[src/rtl/java_comment_stripper_macros.svh]
// Assertion macros used by the asserting file, java_comment_stripper.sv.
`ifndef JAVA_COMMENT_STRIPPER_MACROS_SVH
`define JAVA_COMMENT_STRIPPER_MACROS_SVH

// Same-cycle implication, checked out of reset.
`define JCS_ASSERT_IMP(label, clk, rst_n, ante, cons) \
	label: assert property (@(posedge clk) disable iff (!rst_n) (ante) |-> (cons)) \
		else $error("assertion failed");

// Next-cycle implication, checked out of reset.
`define JCS_ASSERT_NXT(label, clk, rst_n, ante, cons) \
	label: assert property (@(posedge clk) disable iff (!rst_n) (ante) |=> (cons)) \
		else $error("assertion failed");

`endif

[src/rtl/jcs_pkg.sv]
package jcs_pkg;

	// Characters the scanner reacts to
	localparam logic [7:0] CH_NL    = 8'h0A;
	localparam logic [7:0] CH_STAR  = 8'h2A;
	localparam logic [7:0] CH_SLASH = 8'h2F;
	localparam logic [7:0] CH_DQ    = 8'h22;
	localparam logic [7:0] CH_SQ    = 8'h27;
	localparam logic [7:0] CH_BSL   = 8'h5C;

	// Queue between scanner and result sequencer
	localparam int QDEPTH = 4;
	localparam int QAW    = $clog2(QDEPTH);

	// Scanner modes
	typedef enum logic [2:0] {
		MODE_NORMAL  = 3'd0,
		MODE_SLASH   = 3'd1,
		MODE_LINE    = 3'd2,
		MODE_BLOCK   = 3'd3,
		MODE_BSTAR   = 3'd4,
		MODE_LIT     = 3'd5,
		MODE_LIT_ESC = 3'd6
	} mode_t;

	// Results caused by one item: zero bytes (end marker), one or two bytes
	typedef struct packed {
		logic [7:0] b0;
		logic [7:0] b1;
		logic       two;
		logic       has;
		logic       last;
	} grp_t;

endpackage

[src/rtl/java_comment_stripper.sv]
// An item's first result is registered into the queue when the item is accepted.
// One item per cycle in while the queue is not full, one result per cycle out while
// it is not empty; the result side sets the sustained rate when items release two bytes each.
// A four-entry queue of result groups decouples scanner and result sequencer.
// Reset (arst_n low, asynchronous): normal text mode, queue empty.
module java_comment_stripper (
	input  logic       clk,
	input  logic       arst_n,
	input  logic       push,
	output logic       full,
	input  logic [7:0] in_byte,
	input  logic       in_last,
	output logic       empty,
	input  logic       pop,
	output logic [7:0] out_byte,
	output logic       has_byte,
	output logic       run_last,
	output logic       stream_end
);
	import jcs_pkg::*;
	`include "java_comment_stripper_macros.svh"

	grp_t         grp, head;
	logic         grp_push, deq, accept;
	logic [QAW:0] level;

	assign accept = push && !full;

	// Scanner
	jcs_front u_front (
		.clk      (clk),
		.arst_n   (arst_n),
		.accept   (accept),
		.in_byte  (in_byte),
		.in_last  (in_last),
		.grp_push (grp_push),
		.grp      (grp)
	);

	// Group queue
	jcs_queue u_queue (
		.clk    (clk),
		.arst_n (arst_n),
		.push   (grp_push),
		.wdata  (grp),
		.pop    (deq),
		.rdata  (head),
		.full   (full),
		.empty  (empty),
		.level  (level)
	);

	// Result sequencer
	jcs_back u_back (
		.clk        (clk),
		.arst_n     (arst_n),
		.head       (head),
		.q_empty    (empty),
		.pop        (pop),
		.deq        (deq),
		.out_byte   (out_byte),
		.has_byte   (has_byte),
		.run_last   (run_last),
		.stream_end (stream_end)
	);

	// Checks
	`JCS_ASSERT_IMP(a_level_bound, clk, arst_n, 1'b1, level <= (QAW+1)'(QDEPTH))
	`JCS_ASSERT_NXT(a_pair_follows, clk, arst_n, pop && !empty && !run_last, !empty && has_byte)
	`JCS_ASSERT_IMP(a_marker_form, clk, arst_n, !empty && !has_byte, stream_end && out_byte == 8'h00)

endmodule

[src/rtl/jcs_front.sv]
module jcs_front (
	input  logic          clk,
	input  logic          arst_n,
	input  logic          accept,
	input  logic [7:0]    in_byte,
	input  logic          in_last,
	output logic          grp_push,
	output jcs_pkg::grp_t grp
);
	import jcs_pkg::*;

	mode_t      mode_q, mode_nx;
	logic       qs_q, qs_nx;
	logic [7:0] e0, e1;
	logic [1:0] n;
	logic [7:0] c;

	assign c = in_byte;

	// Mode and quote-kind registers
	always_ff @(posedge clk or negedge arst_n) begin
		if (!arst_n) begin
			mode_q <= MODE_NORMAL;
			qs_q   <= 1'b0;
		end else if (accept) begin
			mode_q <= mode_nx;
			qs_q   <= qs_nx;
		end
	end

	// Classify the byte and collect the bytes it releases
	always_comb begin
		mode_nx = mode_q;
		qs_nx   = qs_q;
		e0      = 8'h00;
		e1      = 8'h00;
		n       = 2'd0;
		unique case (mode_q)
			MODE_SLASH: begin
				if (c == CH_SLASH) begin
					mode_nx = MODE_LINE;
				end else if (c == CH_STAR) begin
					mode_nx = MODE_BLOCK;
				end else begin
					// held slash goes out, then the byte as normal text
					e0 = CH_SLASH;
					e1 = c;
					n  = 2'd2;
					if (c == CH_DQ || c == CH_SQ) begin
						qs_nx   = (c == CH_SQ);
						mode_nx = MODE_LIT;
					end else begin
						mode_nx = MODE_NORMAL;
					end
				end
			end
			MODE_LINE: begin
				if (c == CH_NL) begin
					mode_nx = MODE_NORMAL;
					e0      = CH_NL;
					n       = 2'd1;
				end
			end
			MODE_BLOCK, MODE_BSTAR: begin
				if (mode_q == MODE_BSTAR && c == CH_SLASH) begin
					mode_nx = MODE_NORMAL;
				end else if (c == CH_STAR) begin
					mode_nx = MODE_BSTAR;
				end else begin
					mode_nx = MODE_BLOCK;
					if (c == CH_NL) begin
						e0 = CH_NL;
						n  = 2'd1;
					end
				end
			end
			MODE_LIT: begin
				e0 = c;
				n  = 2'd1;
				if (c == CH_BSL)
					mode_nx = MODE_LIT_ESC;
				else if (c == (qs_q ? CH_SQ : CH_DQ))
					mode_nx = MODE_NORMAL;
			end
			MODE_LIT_ESC: begin
				e0      = c;
				n       = 2'd1;
				mode_nx = MODE_LIT;
			end
			default: begin
				if (c == CH_DQ || c == CH_SQ) begin
					qs_nx   = (c == CH_SQ);
					mode_nx = MODE_LIT;
					e0      = c;
					n       = 2'd1;
				end else if (c == CH_SLASH) begin
					mode_nx = MODE_SLASH;
				end else begin
					mode_nx = MODE_NORMAL;
					e0      = c;
					n       = 2'd1;
				end
			end
		endcase

		// End of stream: flush a held slash, back to normal text
		if (in_last) begin
			if (mode_nx == MODE_SLASH) begin
				if (n == 2'd0) begin
					e0 = CH_SLASH;
					n  = 2'd1;
				end else begin
					e1 = CH_SLASH;
					n  = 2'd2;
				end
			end
			mode_nx = MODE_NORMAL;
			qs_nx   = 1'b0;
		end
	end

	// Hand a result group to the queue
	assign grp_push = accept && (n != 2'd0 || in_last);
	assign grp.b0   = e0;
	assign grp.b1   = e1;
	assign grp.two  = (n == 2'd2);
	assign grp.has  = (n != 2'd0);
	assign grp.last = in_last;

endmodule

[src/rtl/jcs_queue.sv]
module jcs_queue (
	input  logic                 clk,
	input  logic                 arst_n,
	input  logic                 push,
	input  jcs_pkg::grp_t        wdata,
	input  logic                 pop,
	output jcs_pkg::grp_t        rdata,
	output logic                 full,
	output logic                 empty,
	output logic [jcs_pkg::QAW:0] level
);
	import jcs_pkg::*;

	grp_t           mem_q [QDEPTH];
	logic [QAW-1:0] wp_q, rp_q;
	logic [QAW:0]   cnt_q;
	logic           do_push, do_pop;

	assign full    = (cnt_q == QAW'(0) + (QAW+1)'(QDEPTH));
	assign empty   = (cnt_q == '0);
	assign level   = cnt_q;
	assign do_push = push && !full;
	assign do_pop  = pop && !empty;
	assign rdata   = mem_q[rp_q];

	// Storage
	always_ff @(posedge clk) begin
		if (do_push)
			mem_q[wp_q] <= wdata;
	end

	// Pointers and fill level
	always_ff @(posedge clk or negedge arst_n) begin
		if (!arst_n) begin
			wp_q  <= '0;
			rp_q  <= '0;
			cnt_q <= '0;
		end else begin
			if (do_push)
				wp_q <= wp_q + 1'b1;
			if (do_pop)
				rp_q <= rp_q + 1'b1;
			if (do_push && !do_pop)
				cnt_q <= cnt_q + 1'b1;
			else if (do_pop && !do_push)
				cnt_q <= cnt_q - 1'b1;
		end
	end

endmodule

[src/rtl/jcs_back.sv]
module jcs_back (
	input  logic          clk,
	input  logic          arst_n,
	input  jcs_pkg::grp_t head,
	input  logic          q_empty,
	input  logic          pop,
	output logic          deq,
	output logic [7:0]    out_byte,
	output logic          has_byte,
	output logic          run_last,
	output logic          stream_end
);
	import jcs_pkg::*;

	logic sel_q;
	logic take;

	assign take = pop && !q_empty;

	// Second byte of a pair is pending
	always_ff @(posedge clk or negedge arst_n) begin
		if (!arst_n)
			sel_q <= 1'b0;
		else if (take)
			sel_q <= head.two && !sel_q;
	end

	// Retire the group after its last result
	assign deq        = take && (!head.two || sel_q);
	assign out_byte   = sel_q ? head.b1 : head.b0;
	assign has_byte   = head.has;
	assign run_last   = !head.two || sel_q;
	assign stream_end = head.last && run_last;

endmodule
[config.mk]
export PLATFORM = sky130hd
export DESIGN_NAME = java_comment_stripper
export DESIGN_NICKNAME = d
export VERILOG_FILES = /design/src/rtl/jcs_pkg.sv /design/src/rtl/java_comment_stripper.sv /design/src/rtl/jcs_front.sv /design/src/rtl/jcs_queue.sv /design/src/rtl/jcs_back.sv
export VERILOG_INCLUDE_DIRS = /design/src /design/src/rtl
export SDC_FILE = /design/constraint.sdc
export NUM_CORES = 1
export LEC_CHECK = 0
export ABC_AREA = 1
export BUFFER_PORTS_ARGS = -buffer_cell sky130_fd_sc_hd__buf_2
export CORE_MARGIN = 5
export CORE_UTILIZATION = 45
export CTS_BUF_LIST = sky130_fd_sc_hd__clkbuf_2
export DETAILED_ROUTE_END_ITERATION = 10
export PLACE_DENSITY_LB_ADDON = 0.12
export SYNTH_ARGS = -nofsm -noshare
export SYNTH_HDL_FRONTEND = slang
export SYNTH_SLANG_ARGS = --single-unit
export TNS_END_PERCENT = 30
[constraint.sdc]
create_clock -name clk -period 2.7 [get_ports clk]
set_input_delay 0.54 -clock clk [delete_from_list [all_inputs] [get_ports clk]]
set_output_delay 0.54 -clock clk [all_outputs]
set_load 0.01 [all_outputs]
# Word level (Yosys, flattened, before mapping)
# Memory sizes are Yosys's and may differ from the RTL's.
# Cells that the tools add are included.
# Widths: inputs -> output; s select.
dict set report word_totals {
  register_bits 12
  ram_bits 76
  output_inout_bits 13
  word_cells 109
  n_memories 1
}
dict set report classes {
  add_sub_neg 4
  eq_ne 19
  mux 51
  reduce_logical 28
}
# memory words width read_ports rd_clocked_by_memory_dff wr line
set mem_list {}
lappend mem_list {u_queue.mem_q 4 19 1 0 1 jcs_queue.sv:14} ;# grp_t mem_q [QDEPTH];
# op count
set ops {}
lappend ops {{$mux 8} 14}
lappend ops {{$mux 3} 13}
lappend ops {{$eq 8x6->1 const B} 4}
lappend ops {{$pmux 8 s4} 1}
lappend ops {{$pmux 3 s5} 1}
lappend ops {{$mux 2} 7}
lappend ops {{$eq 3x3->1 const B} 4}
lappend ops {{$logic_and 1x1->1} 11}
lappend ops {{$mux 1} 10}
lappend ops {{$eq 8x4->1 const B} 1}
lappend ops {{$eq 8x7->1 const B} 1}
lappend ops {{$eq 8x8->1} 1}
lappend ops {{$mux 4} 2}
lappend ops {{$pmux 2 s4} 1}
lappend ops {{$eq 3x1->1 const B} 2}
lappend ops {{$eq 3x2->1 const B} 2}
lappend ops {{$logic_not 1->1} 6}
lappend ops {{$mux 6} 1}
lappend ops {{$ne 3x3->1 const B} 2}
lappend ops {{$reduce_or 5->1} 1}
lappend ops {{$add 2x1->2 const B} 2}
lappend ops {{$reduce_and 4->1} 1}
lappend ops {{$reduce_bool 2->1} 2}
lappend ops {{$reduce_or 2->1} 2}
lappend ops {{other kinds (8)} 10}

# Longest topological paths before layout
# Gate-level depths: netlist (run 1).
dict set report logic_depth {
  ltp_word 17
  depth_mapped 16
}

# Hierarchy
# Synthesis (run 1) repeated with hierarchy kept, for this count alone.
dict set report unflattened {
  hier_cells 480
  area_unflattened_um2 4638.2
}
# module instances cells_per_inst area_per_inst_um2 seq_area_each_um2
set by_module_without_submodules {}
lappend by_module_without_submodules {jcs_queue 1 283 3612.2 2457.4}
lappend by_module_without_submodules {jcs_front 1 154 829.5 100.1}
lappend by_module_without_submodules {jcs_back 1 41 186.4 25.0}
lappend by_module_without_submodules {java_comment_stripper 1 2 10.0 0.0}

# Worst setup path before layout (run 1)
# OpenSTA, ideal clock, no wires.
dict set report synth_path {
  path_kind {in2reg}
  start {in in_byte[7]}
  end {mem u_queue.mem_q[0][0] in the netlist's numbering, enable pin}
  setup_ns 0.395
  arrival_ns 2.134
  t_required_ns 2.305
  path_slack_ns 0.172
  cell_stages 10
  path_buffers 0
  cell_sequence {inv_1 -> nand2_1 -> nor2_2 -> nand2_1 -> inv_2 -> nor2_4 -> nand2_4 -> nand3_4 -> nand2_4 -> nor2_1}
}
dict set report synth_between {
  elab_chain_cells 15
  word_cells_on_any_way 39
  classes_between {eq/ne: 8; mux: 24; reduce/logical: 7}
}
# element line
set synth_rtl {}
lappend synth_rtl {{start: declaration} java_comment_stripper.sv:11} ;# input logic [7:0] in_byte,
lappend synth_rtl {{$eq 8x6->1 / $eq 8x4->1 (equally long branches)} n/a}
lappend synth_rtl {{$logic_or 1x1->1 / $mux 1 (equally long branches)} n/a}
lappend synth_rtl {{$mux 3 / $mux 1 (equally long branches)} {jcs_front.sv:49, jcs_front.sv:67}}
lappend synth_rtl {{$mux 3 / $mux 2 (equally long branches)} {jcs_front.sv:42, jcs_front.sv:65}}
lappend synth_rtl {{$mux 3 / $pmux 2 s4 (equally long branches)} {jcs_front.sv:40, jcs_front.sv:38}}
lappend synth_rtl {{$pmux 3 s5 / $logic_not 2->1 (equally long branches)} {jcs_front.sv:38, jcs_front.sv:109}}
lappend synth_rtl {{$eq 3x1->1 / $mux 2 (equally long branches)} {jcs_front.sv:108, jcs_front.sv:109}}
lappend synth_rtl {{$mux 2} jcs_front.sv:108} ;# if (mode_nx == MODE_SLASH) begin
lappend synth_rtl {{$mux 2 *} jcs_front.sv:107} ;# if (in_last) begin
lappend synth_rtl {{$reduce_bool 2->1 *} jcs_front.sv:123} ;# assign grp_push = accept && (n != 2'd0 || in_last);
lappend synth_rtl {{$logic_or 1x1->1 *} jcs_front.sv:123}
lappend synth_rtl {{$logic_and 1x1->1 *} jcs_front.sv:123}
lappend synth_rtl {{$logic_and 1x1->1 *} jcs_queue.sv:22} ;# assign do_push = push && !full;
lappend synth_rtl {{$mux 1 *} jcs_queue.sv:28} ;# if (do_push)
lappend synth_rtl {{$mux 1 (not written as such) *} jcs_queue.sv:29} ;# mem_q[wp_q] <= wdata;
lappend synth_rtl {{end: declaration} jcs_queue.sv:14}
# Every way passes the cells marked *; elsewhere a longest branch is shown, timed or not.

# Worst setup path in the final report (run 1)
dict set report layout_path {
  start {reg u_queue.rp_q[0]}
  end {out out_byte[6]}
}
dict set report layout_between {
  elab_chain_cells 2
}
# element line
set layout_rtl {}
lappend layout_rtl {{start: declaration} jcs_queue.sv:15} ;# logic [QAW-1:0] wp_q, rp_q;
lappend layout_rtl {{start signal: assignment} jcs_queue.sv:42} ;# rp_q <= rp_q + 1'b1;
lappend layout_rtl {{$mem_v2 4x19} n/a}
lappend layout_rtl {{$mux 8} jcs_back.sv:30} ;# assign out_byte = sel_q ? head.b1 : head.b0;
lappend layout_rtl {{end: declaration} java_comment_stripper.sv:15} ;# output logic [7:0] out_byte,
# No other way between the ends.

==> out/results.txt, run 1 <==
status - completed
CP max FO - 13
Hold Vio Cnt, Final - 0
async set-or-reset flop fraction in the synthesized netlist - 13.6%
die width - 106 microns
RSZ-0062 raised after global routing - no
post-synth cell types - 32
Die Span Y - 106 microns
pin count of the biggest net entering global routing - 24
initial antenna violation count - 0
post-detail-place hpwl - 6470 microns
post-synthesis cell area - 4130 sq um
Worst-path clk slew - 210 ps
Req. time, crit path - 2160 ps
dpl ws - 52.9 ps
clk buf depth - 2
vias in the first global route - 3041
Area Overhead vs Synth - 14.9%
DR vias - 2982
Post-synth top flop - edfxtp_1
measured slew at the worst slew-check pin - 504 ps
WP data arrival - 1990 ps
area leader, netlist - edfxtp_1
GRT Overall Usage - 17.7%
GR Overflow Total - 0
first-pass iteration count of the detailed router - 6
core box area - 9110 sq um
top-area cell type share of the netlist area - 55.3%
utilization after layout - 52.1%
max_cap viols - 0
FF/Latch Area - 2590 sq um
ratio of cells with drive above 1 in the final layout - 19.6%
H-Tree Depth - 3
crit share post-route - 93.8%
CP Capture Type - primary output
Max Slew Vio Count - 0
Setup TNS - 0 ps
CTS root buffer - clkbuf_2
DR WL/cell - 16.2 microns
nets - 474
crit-path cells - buf_4 > buf_4 > o21ai_0 > o22ai_1 > nor2_1 > a31oi_1 > buf_2
fin crit period - 2530 ps
multi-input logic area - 1350 sq um
Syn Area/Cell - 10.1 sq um
YS warnings - 0
Peak VDD IR - 0.000632 V
CTS Buf Count - 9
Startpoint Class - flop
Fillers - 819
top cells by area, synth - edfxtp_1 55%, nor2_1 8.9%, dfrtp_1 7.3%
diodes inserted - 0
number of synthesized flops with an enable pin - 76
gpl congestion - 0.871
Critical Path Max Stage Delay - 450 ps
LEAKAGE - 1.88 nW
Yosys reg bits - 88
CP bufs+invs - 3
final worst slack - 169 ps
Hold Crit Class - in2reg
Die Area - 11200 sq um
Slew HR - 66.4%
sequential area share after synthesis - 62.5%
Initial Util - 45.3%
Power Density - 985 nW/um^2
number of DRC markers in iteration 0 - 131
most frequent cells after synthesis - 98 x nor2_1, 76 x edfxtp_1, 49 x o21ai_0
CTS tree - yes
first-pass GRT wire length - 15400 microns
DRT antenna net count - 0
Port Buffers - 25
Post-Syn Nets - 426
clk_lat worst skew - 520 ps
drt total wl - 9250 microns
CTS sink cnt - 88
setup violators final - 0
row count - 35
crit-path most repeated cell - buf_4
I/O Pins - 26
final total power - 4.68 mW
post-synthesis cell count - 407
vias per cell - 5.23
Remaining DRCs - 0
clock skew - 19.7 ps
Crit Path Class - reg2out
Reg2Reg Setup Slack - 260 ps
Top delay family on crit path - compound AO/OA/AOI/OAI gates
CP max-delay cell - dfrtp_2
most frequent cell after synthesis - nor2_1
fmax - 395 MHz
registers in the layout, indices dropped and copies added (netlist names):
| signal | cells |
|---|---|
| u_queue.level | 3 |
| u_front.mode_q | 3 |
| u_back.sel_q | 1 |
| u_queue.wp_q | 2 |
| u_queue.mem_q | 76 |
| u_queue.rp_q | 2 |
| u_front.qs_q | 1 |
final timing paths:
check,startpoint,to,depth (start not counted)
worst max register to register,u_front.mode_q[0]$_DFFE_PN0P_,u_queue.level[2]$_DFFE_PN0P_,16
worst min-delay path,in_last,u_queue.mem_q[2][0]$_DFFE_PP_,1
worst min register to register,u_front.qs_q$_DFFE_PN0P_,u_front.qs_q$_DFFE_PN0P_,2
worst max-delay path,u_queue.rp_q[0]$_DFFE_PN0P_,out_byte[6],7
max in group asynchronous,arst_n,u_queue.rp_q[0]$_DFFE_PN0P_,2
min in group asynchronous,arst_n,u_front.qs_q$_DFFE_PN0P_,2
layout by cell type, fill, tap and decap left out, drive strengths merged, types with 5 or more instances in the layout:
cell and count:
o22ai 11, nand3 19, a21oi 8, inv 39, o21ai 51, nand2 49, buf 49, ha 5
clkbuf 9, nor2 102, edfxtp 76, a31oi 8, dfrtp 12
what timing repair did:
item,in CTS,in global routing
hold buffers,1,0
setup endpoints to repair,3,4
setup buffers,1,1
hold endpoints to repair,12,0
resized for setup,5,6
power breakdown:
part           internal (mW)  leakage [nW]  total [mW]  switching [mW]
combinational          0.759         0.956        1.98            1.23
clock                  0.310        0.0838       0.746           0.436
sequential              1.84         0.843        1.95           0.106
total                   2.91          1.88        4.68            1.77
cell families after synthesis:
| kind of cell | count (synthesis) | share of synthesized area, % |
|---|---|---|
| muxes | 1 | 0.273 |
| and+or+nand+nor | 176 | 18.9 |
| buffers and inverters | 52 | 5.00 |
| AOI/OAI and AO/OA | 81 | 10.7 |
| xor gates and xnor gates | 3 | 0.636 |
| DFF | 88 | 62.5 |
| adders and majority gates | 6 | 2.00 |
per-stage QoR:
stage	hold WS, ps	instance area [sq um]	std cells
3_5_place_dp	455	4550	552
2_1_floorplan	244	4130	407
6_report	302	4750	570
3_3_place_gp	450	4550	552
5_1_grt	266	4750	570
4_1_cts	266	4720	569
routing by layer:
metal	GRT usage, %	share of wire, %	vias up	wire length, microns
met2	30.7	51	53	4690
met5	0	0	-	0
met4	4.44	1.3	0	119
met3	3.80	3.6	12	333
met1	22.5	44	1428	4110
li1	-	-	1489	-
cell type report:
type                    count  share of cell area (%)
flip-flops and latches     88                    54.5
well taps                 111                    2.93
repair buffers             50                    8.12
inverters                  39                    3.08
clock inverters             6                    1.98
multi-input cells         267                    28.4
clock buffers               9                   0.949
Power figures use the tool's default switching activity.
==> run 2, diff against run 1 <==
--- a/config.mk
+++ b/config.mk
@@ -8,7 +8,6 @@
 export LEC_CHECK = 0
 export ABC_AREA = 1
 export BUFFER_PORTS_ARGS = -buffer_cell sky130_fd_sc_hd__buf_2
-export CORE_MARGIN = 5
 export CORE_UTILIZATION = 45
 export CTS_BUF_LIST = sky130_fd_sc_hd__clkbuf_2
 export DETAILED_ROUTE_END_ITERATION = 10
==> run 2 against run 1 <==
  * Clock-buffer cell count up 1
  * Clock power shrank 9.4%
  * Sequential power barely moved
  * Utilization increased by 1.8 points
  * Routed wire length shrank 0.82%
  * Largest power group unchanged
==> out/results.txt, run 2 (synthesis results as in run 1) <==
vias per cell - 5.27 (+0.78%)
CP Capture Type - primary output
CTS root buffer - clkbuf_2
DR vias - 2979 (-0.10%)
Top delay family on crit path - flip-flops
hold_ws - 284 ps (-18.4 ps)
clk buf depth - 2 (unchanged)
fin crit period - 2580 ps (+47.3 ps)
Fillers - 796 (-2.8%)
Die Area - 9570 sq um (-15%)
Port Buffers - 25 (unchanged)
Reg power frac - 42.5% (+0.9 points)
GRT Overall Usage - 20.5% (+2.8 points)
Peak VDD IR - 0.000478 V (-24%)
max_cap viols - 0 (unchanged)
Power Density - 973 nW/um^2 (-1.2%)
DR WL/cell - 16.2 microns (about the same)
status - completed
first-pass iteration count of the detailed router - 4 (-2)
number of DRC markers in iteration 0 - 126 (-3.8%)
diodes inserted - 0 (unchanged)
Startpoint Class - flop
clock skew - 38.6 ps (+18.9 ps)
vias in the first global route - 2912 (-4.2%)
Max Slew Vio Count - 0 (unchanged)
Slew HR - 72.9% (+6.5 points)
max reg flops - 76 (unchanged)
WP data arrival - 2040 ps (+50 ps)
nets - 471 (-0.63%)
LEAKAGE - 1.87 nW (-0.88%)
CP max-delay cell - dfrtp_2
crit share post-route - 95.5% (+1.8 points)
clock power share - 14.6% (-1.4 points)
pin count of the biggest net entering global routing - 35 (+46%)
RSZ-0062 raised after global routing - yes
clk_lat worst skew - 520 ps (about the same)
Area Overhead vs Synth - 14.9% (about the same)
Int Pwr - 2.84 mW (-2.4%)
dpl cells - 543 (-1.6%)
Reg2Reg Setup Slack - 190 ps (-70 ps)
fmax - 388 MHz (-1.8%)
fin area - 4740 sq um (about the same)
CP endpoint - out_byte[2]
CP bufs+invs - 2 (-1)
CP Launch Point - u_queue.rp_q[0]$_DFFE_PN0P_
utilization after layout - 53.9% (+1.8 points)
Critical Path Max Stage Delay - 540 ps (+90 ps)
initial antenna violation count - 0 (unchanged)
Switching Fraction - 38.5% (+0.68 points)
gpl congestion - 0.901 (+3.5%)
most frequent cells in the layout - 94 x nor2_1, 76 x edfxtp_1, 49 x o21ai_0, 43 x nand2_1, 33 x inv_1
setup violators final - 0 (unchanged)
final std cells w/o fill - 565 (-0.88%)
DRT antenna net count - 0 (unchanged)
combinational share of power - 42.9% (+0.5 points)
P_sw - 1.78 mW (+0.49%)
row count - 34 (-2.9%)
first-pass GRT wire length - 14700 microns (-4.2%)
CTS sink cnt - 88 (unchanged)
GR Overflow Total - 0 (unchanged)
core box area - 8810 sq um (-3.3%)
I/O Pins - 26 (unchanged)
Hold Crit Class - in2reg
Biggest register - u_queue.mem_q
CTS tree - yes
CP max FO - 34 (+21)
CTS Buf Count - 9 (unchanged)
Die Span Y - 97.8 microns (-7.6%)
crit-path cells - buf_12 > o21ai_0 > o22ai_1 > nor2_1 > a31oi_1 > buf_2
RR Endpoint - u_queue.level[2]$_DFFE_PN0P_
Top Registers - u_queue.mem_q: 76 flops, u_front.mode_q: 3 flops, u_queue.level: 3 flops
die width - 97.8 microns (-7.6%)
Crit path depth - 6 (-1)
ratio of cells with drive above 1 in the final layout - 19.5% (-0.13 points)
Worst-path clk slew - 260 ps (+50 ps)
Hold Vio Cnt, Final - 0 (unchanged)
post-detail-place hpwl - 6030 microns (-6.7%)
Req. time, crit path - 2160 ps (about the same)
worst r2r src - u_front.mode_q[2]$_DFFE_PN0P_
H-Tree Depth - 3 (unchanged)
depth of the most critical reg-to-reg path - 16 (unchanged)
placed cell areas - 4510 sq um (-0.91%)
commonest non-fill, non-tap cell in the layout - nor2_1
drt total wl - 9180 microns (-0.82%)
final total power - 4.62 mW (-1.3%)
Crit Path Class - reg2out
measured slew at the worst slew-check pin - 407 ps (-96.8 ps)
Initial Util - 46.9% (+1.6 points)
Remaining DRCs - 0 (unchanged)
==> run 2: final cells by class <==
class / instances / area [sq um] / share of cell area, %
clock inverter: 6 / 67.6 / 1.42
inverter: 39 / 151 / 3.19
multi-input combinational: 267 / 1350 / 28.5
tap: 108 / 135 / 2.85
clock buffer: 10 / 50.0 / 1.05
sequential: 88 / 2590 / 54.5
timing repair buffer: 47 / 402 / 8.47
==> run 2: how the worst min path moves through the flow <==
stage | start | endpoint | slack, ps | depth (start not counted)
floorplan | arst_n | u_back.sel_q$_DFFE_PN0P_ | 240 | 0
global placement | arst_n | u_back.sel_q$_DFFE_PN0P_ | 450 | 1
detailed placement | arst_n | u_back.sel_q$_DFFE_PN0P_ | 450 | 1
CTS | pop | u_back.sel_q$_DFFE_PN0P_ | 260 | 3
global route | pop | u_back.sel_q$_DFFE_PN0P_ | 240 | 3
finish | pop | u_back.sel_q$_DFFE_PN0P_ | 280 | 3
==> run 2: worst reg2reg max path, stage by stage, from the launching register on <==
cell and delay, ps:
dfrtp_2 490, inv_1 90, nand2_1 100, nand3_2 110, nor2_4 240, nor2_4 90
nand2_2 80, nand2_2 60, nand3_4 70, nand2_4 50, inv_1 50, ha_1 130
inv_1 60, fa_1 370, a21oi_1 150, o21ai_0 120, xor2_1 150
==> run 2: power groups by stage <==
| stage | Sequential [mW] | Clock [mW] | Combinational, mW |
|---|---|---|---|
| 2_1_floorplan | 1.95 | 0 | 1.18 |
| 3_3_place_gp | 1.98 | 0 | 1.83 |
| 3_5_place_dp | 1.99 | 0 | 1.86 |
| 4_1_cts | 1.96 | 0.689 | 1.89 |
| 5_1_grt | 1.99 | 0.744 | 2.22 |
| 6_report | 1.96 | 0.676 | 1.98 |
==> run 2: per-layer routing <==
metal  share of wire, %  global-route usage (%)  up-vias
met2                 52                    36.2       36
met1                 46                    26.3     1447
met5                  0                       0        -
met3                2.0                    2.65        8
met4               0.93                    6.64        0
li1                   -                       -     1488
==> run 2: timing repair <==
action | 4_1_cts | 5_1_grt
pin swaps | 0 | 1
gates cloned | 0 | 1
setup endpoints to repair | 8 | 9
resized for setup | 6 | 9
hold buffers | 1 | 0
endpoints found under the hold margin | 12 | 0
setup buffers | 0 | 4
==> run 2: per-stage QoR <==
stage	setup slack, ps	setup TNS (ps)
floorplan	172	0
global placement	121	0
finish	121	0
global route	-22.8	-33.8
detailed placement	77.7	0
CTS	20.0	0
==> run 3, diff against run 2 <==
--- a/config.mk
+++ b/config.mk
@@ -7,10 +7,11 @@
 export NUM_CORES = 1
 export LEC_CHECK = 0
 export ABC_AREA = 1
-export BUFFER_PORTS_ARGS = -buffer_cell sky130_fd_sc_hd__buf_2
+export BUFFER_PORTS_ARGS = -buffer_cell sky130_fd_sc_hd__buf_4
 export CORE_UTILIZATION = 45
 export CTS_BUF_LIST = sky130_fd_sc_hd__clkbuf_2
 export DETAILED_ROUTE_END_ITERATION = 10
+export HOLD_SLACK_MARGIN = 0.15
 export PLACE_DENSITY_LB_ADDON = 0.12
 export SYNTH_ARGS = -nofsm -noshare
 export SYNTH_HDL_FRONTEND = slang
==> run 3 against run 2 <==
  * Fmax increased by 1.3%
  * Sequential share of layout area increased by 0.13 points
  * Routed wire length fell by 4.2%
  * Setup slack better by 33 ps
  * Total power down 2.4%
  * Combinational power barely moved
  * Critical path depth increased by 1
  * Clock power fell by 13%
  * Register-to-register slack got worse by 20 ps
  * Largest power group unchanged
==> out/results.txt, run 3 (synthesis results as in run 1) <==
status - completed
number of DRC markers in iteration 0 - 202 (+60%)
Power Density - 952 nW/um^2 (-2.2%)
CP max-delay cell - dfrtp_2
Remaining DRCs - 0 (unchanged)
I/O Pins - 26 (unchanged)
Slew HR - 72.1% (-0.75 points)
CTS root buffer - clkbuf_2
gpl congestion - 0.904 (+0.24%)
fmax - 393 MHz (+1.3%)
Max Slew Vio Count - 0 (unchanged)
hold_ws - 260 ps (-24.3 ps)
pin count of the biggest net entering global routing - 37 (+5.7%)
Hold Path End - u_queue.mem_q[2][0]$_DFFE_PP_
clk_lat worst skew - 530 ps (about the same)
CTS Buf Count - 9 (unchanged)
CP bufs+invs - 3 (+1)
WP data arrival - 2010 ps (-30 ps)
initial antenna violation count - 0 (unchanged)
Hold Vio Cnt, Final - 0 (unchanged)
Top Registers - u_queue.mem_q: 76 flops, u_front.mode_q: 3 flops, u_queue.level: 3 flops
nets - 473 (+0.42%)
clock power share - 13.0% (-1.6 points)
commonest non-fill, non-tap cell in the layout - nor2_1
measured slew at the worst slew-check pin - 418 ps (+11.2 ps)
post-detail-place hpwl - 5950 microns (-1.4%)
Int Pwr - 2.77 mW (-2.6%)
CP Capture Type - primary output
clk buf depth - 2 (unchanged)
utilization after layout - 53.8% (-0.13 points)
crit-path cells - inv_1 > buf_6 > o21ai_0 > o22ai_1 > nor2_1 > a31oi_1 > buf_4
Top delay family on crit path - buffers and inverters
drt total wl - 8790 microns (-4.2%)
Crit Path Class - reg2out
LEAKAGE - 1.87 nW (about the same)
max reg flops - 76 (unchanged)
Area Overhead vs Synth - 14.6%
Reg2Reg Setup Slack - 170 ps (-20 ps)
DR WL/cell - 15.5 microns (-4.5%)
ratio of cells with drive above 1 in the final layout - 19.0% (-0.52 points)
RSZ-0062 raised after global routing - yes
diodes inserted - 0 (unchanged)
Initial Util - 46.9% (unchanged)
GR Overflow Total - 0 (unchanged)
most frequent cells in the layout - 98 x nor2_1, 76 x edfxtp_1, 48 x o21ai_0, 43 x nand2_1, 41 x buf_4
vias per cell - 5.29 (+0.32%)
Die Area - 9570 sq um (unchanged)
combinational share of power - 43.8% (+0.9 points)
H-Tree Depth - 3 (unchanged)
Biggest register - u_queue.mem_q
Port Buffers - 25 (unchanged)
GRT Overall Usage - 19.8% (-0.74 points)
P_sw - 1.74 mW (-2.1%)
vias in the first global route - 2880 (-1.1%)
core box area - 8810 sq um (unchanged)
dpl ws - 70.2 ps (-7.49 ps)
die width - 97.8 microns (unchanged)
Startpoint Class - flop
first-pass iteration count of the detailed router - 5 (+1)
Setup TNS - 0 ps (unchanged)
final worst slack - 155 ps (+33.4 ps)
worst r2r src - u_front.mode_q[2]$_DFFE_PN0P_
Hold Path Depth - 1 (-2)
Hold Crit Class - in2reg
Req. time, crit path - 2160 ps (about the same)
fin crit period - 2550 ps (-33.4 ps)
HP Start - in_last
Reg power frac - 43.2% (+0.7 points)
Die Span Y - 97.8 microns (unchanged)
setup violators final - 0 (unchanged)
Critical Path Max Stage Delay - 490 ps (-50 ps)
DRT antenna net count - 0 (unchanged)
DR vias - 2999 (+0.67%)
Worst-path clk slew - 230 ps (-30 ps)
CP max FO - 11 (-68%)
CTS tree - yes
first-pass GRT wire length - 14400 microns (-2.6%)
crit share post-route - 94.3% (-1.2 points)
Switching Fraction - 38.6% (+0.14 points)
Peak VDD IR - 0.000577 V (+21%)
max_cap viols - 0 (unchanged)
CTS sink cnt - 88 (unchanged)
row count - 34 (unchanged)
RR Endpoint - u_queue.level[1]$_DFFE_PN0P_
depth of the most critical reg-to-reg path - 14 (-2)
clock skew - 53.7 ps (+15.1 ps)
==> run 3: cell types whose count changed in the layout (fill, tap and decap cells not counted), moves of 2 or more <==
| cell | change |
|---|---|
| buf_8 | +2 |
| nor2_1 | +4 |
| buf_4 | +29 |
| nor2_2 | -4 |
| buf_12 | -5 |
| buf_6 | +2 |
| buf_2 | -25 |
==> run 3: cell type report <==
class                           instances  area [sq um]
Clock buffer                           10          50.0
Timing Repair Buffer                   49           422
Clock inverter                          6          45.0
Inverter                               39           146
Sequential cell                        88          2590
Multi-Input combinational cell        267          1350
Fill cell                             800          4070
Tap cell                              108           135
==> run 3: worst max path at each step <==
stage	startpoint	to	cells past startpoint
2_1_floorplan	in_byte[7]	u_queue.mem_q[0][0]$_DFFE_PP_	10
4_1_cts	u_queue.rp_q[0]$_DFFE_PN0P_	out_byte[5]	6
6_report	u_queue.rp_q[0]$_DFFE_PN0P_	out_byte[2]	7
3_3_place_gp	in_byte[6]	u_queue.level[1]$_DFFE_PN0P_	15
3_5_place_dp	in_byte[6]	u_queue.level[1]$_DFFE_PN0P_	15
5_1_grt	u_queue.rp_q[0]$_DFFE_PN0P_	out_byte[0]	7
==> run 3: repair_timing <==
item / CTS / global route
gates resized for setup: 1 / 12
endpoints found under the hold margin: 12 / 0
pin swaps: 0 / 1
hold buffers: 1 / 0
setup buffers: 0 / 4
setup endpoints to repair: 2 / 9
==> run 3: worst reg2reg max path: stages, from the launching register on <==
cell     delay (ps)
dfrtp_2         490
inv_1            80
nand2_1         100
nand3_2         110
nor2_4          220
buf_6           140
nand2_4          60
nand2_2          80
nand3_4          80
nand2_4          70
inv_1            40
ha_1            170
inv_1           100
fa_1            420
mux2_2          270
==> run 3: power by group through the flow <==
stage               clock [mW]  sequential [mW]  combinational (mW)
global route             0.647             1.97                2.23
finish                   0.585             1.95                1.97
global placement             0             1.97                1.91
floorplan                    0             1.95                1.18
CTS                      0.601             1.95                1.95
detailed placement           0             1.98                1.94
==> run 3: per-layer routing <==
layer  part of all wire (%)  vias to the layer above  track usage [%]
met1                     43                     1421             24.9
met3                    4.2                        4             2.72
met2                     52                       77             34.6
li1                       -                     1497                -
met4                   0.82                        0             7.93
met5                      0                        -                0
==> run 3: stage by stage <==
step           std cells  power (mW)  area, sq um
6_report             567        4.51         4730
5_1_grt              567        4.85         4730
4_1_cts              563        4.49         4670
3_5_place_dp         546        3.92         4560
3_3_place_gp         546        3.88         4560
2_1_floorplan        407        3.13         4130
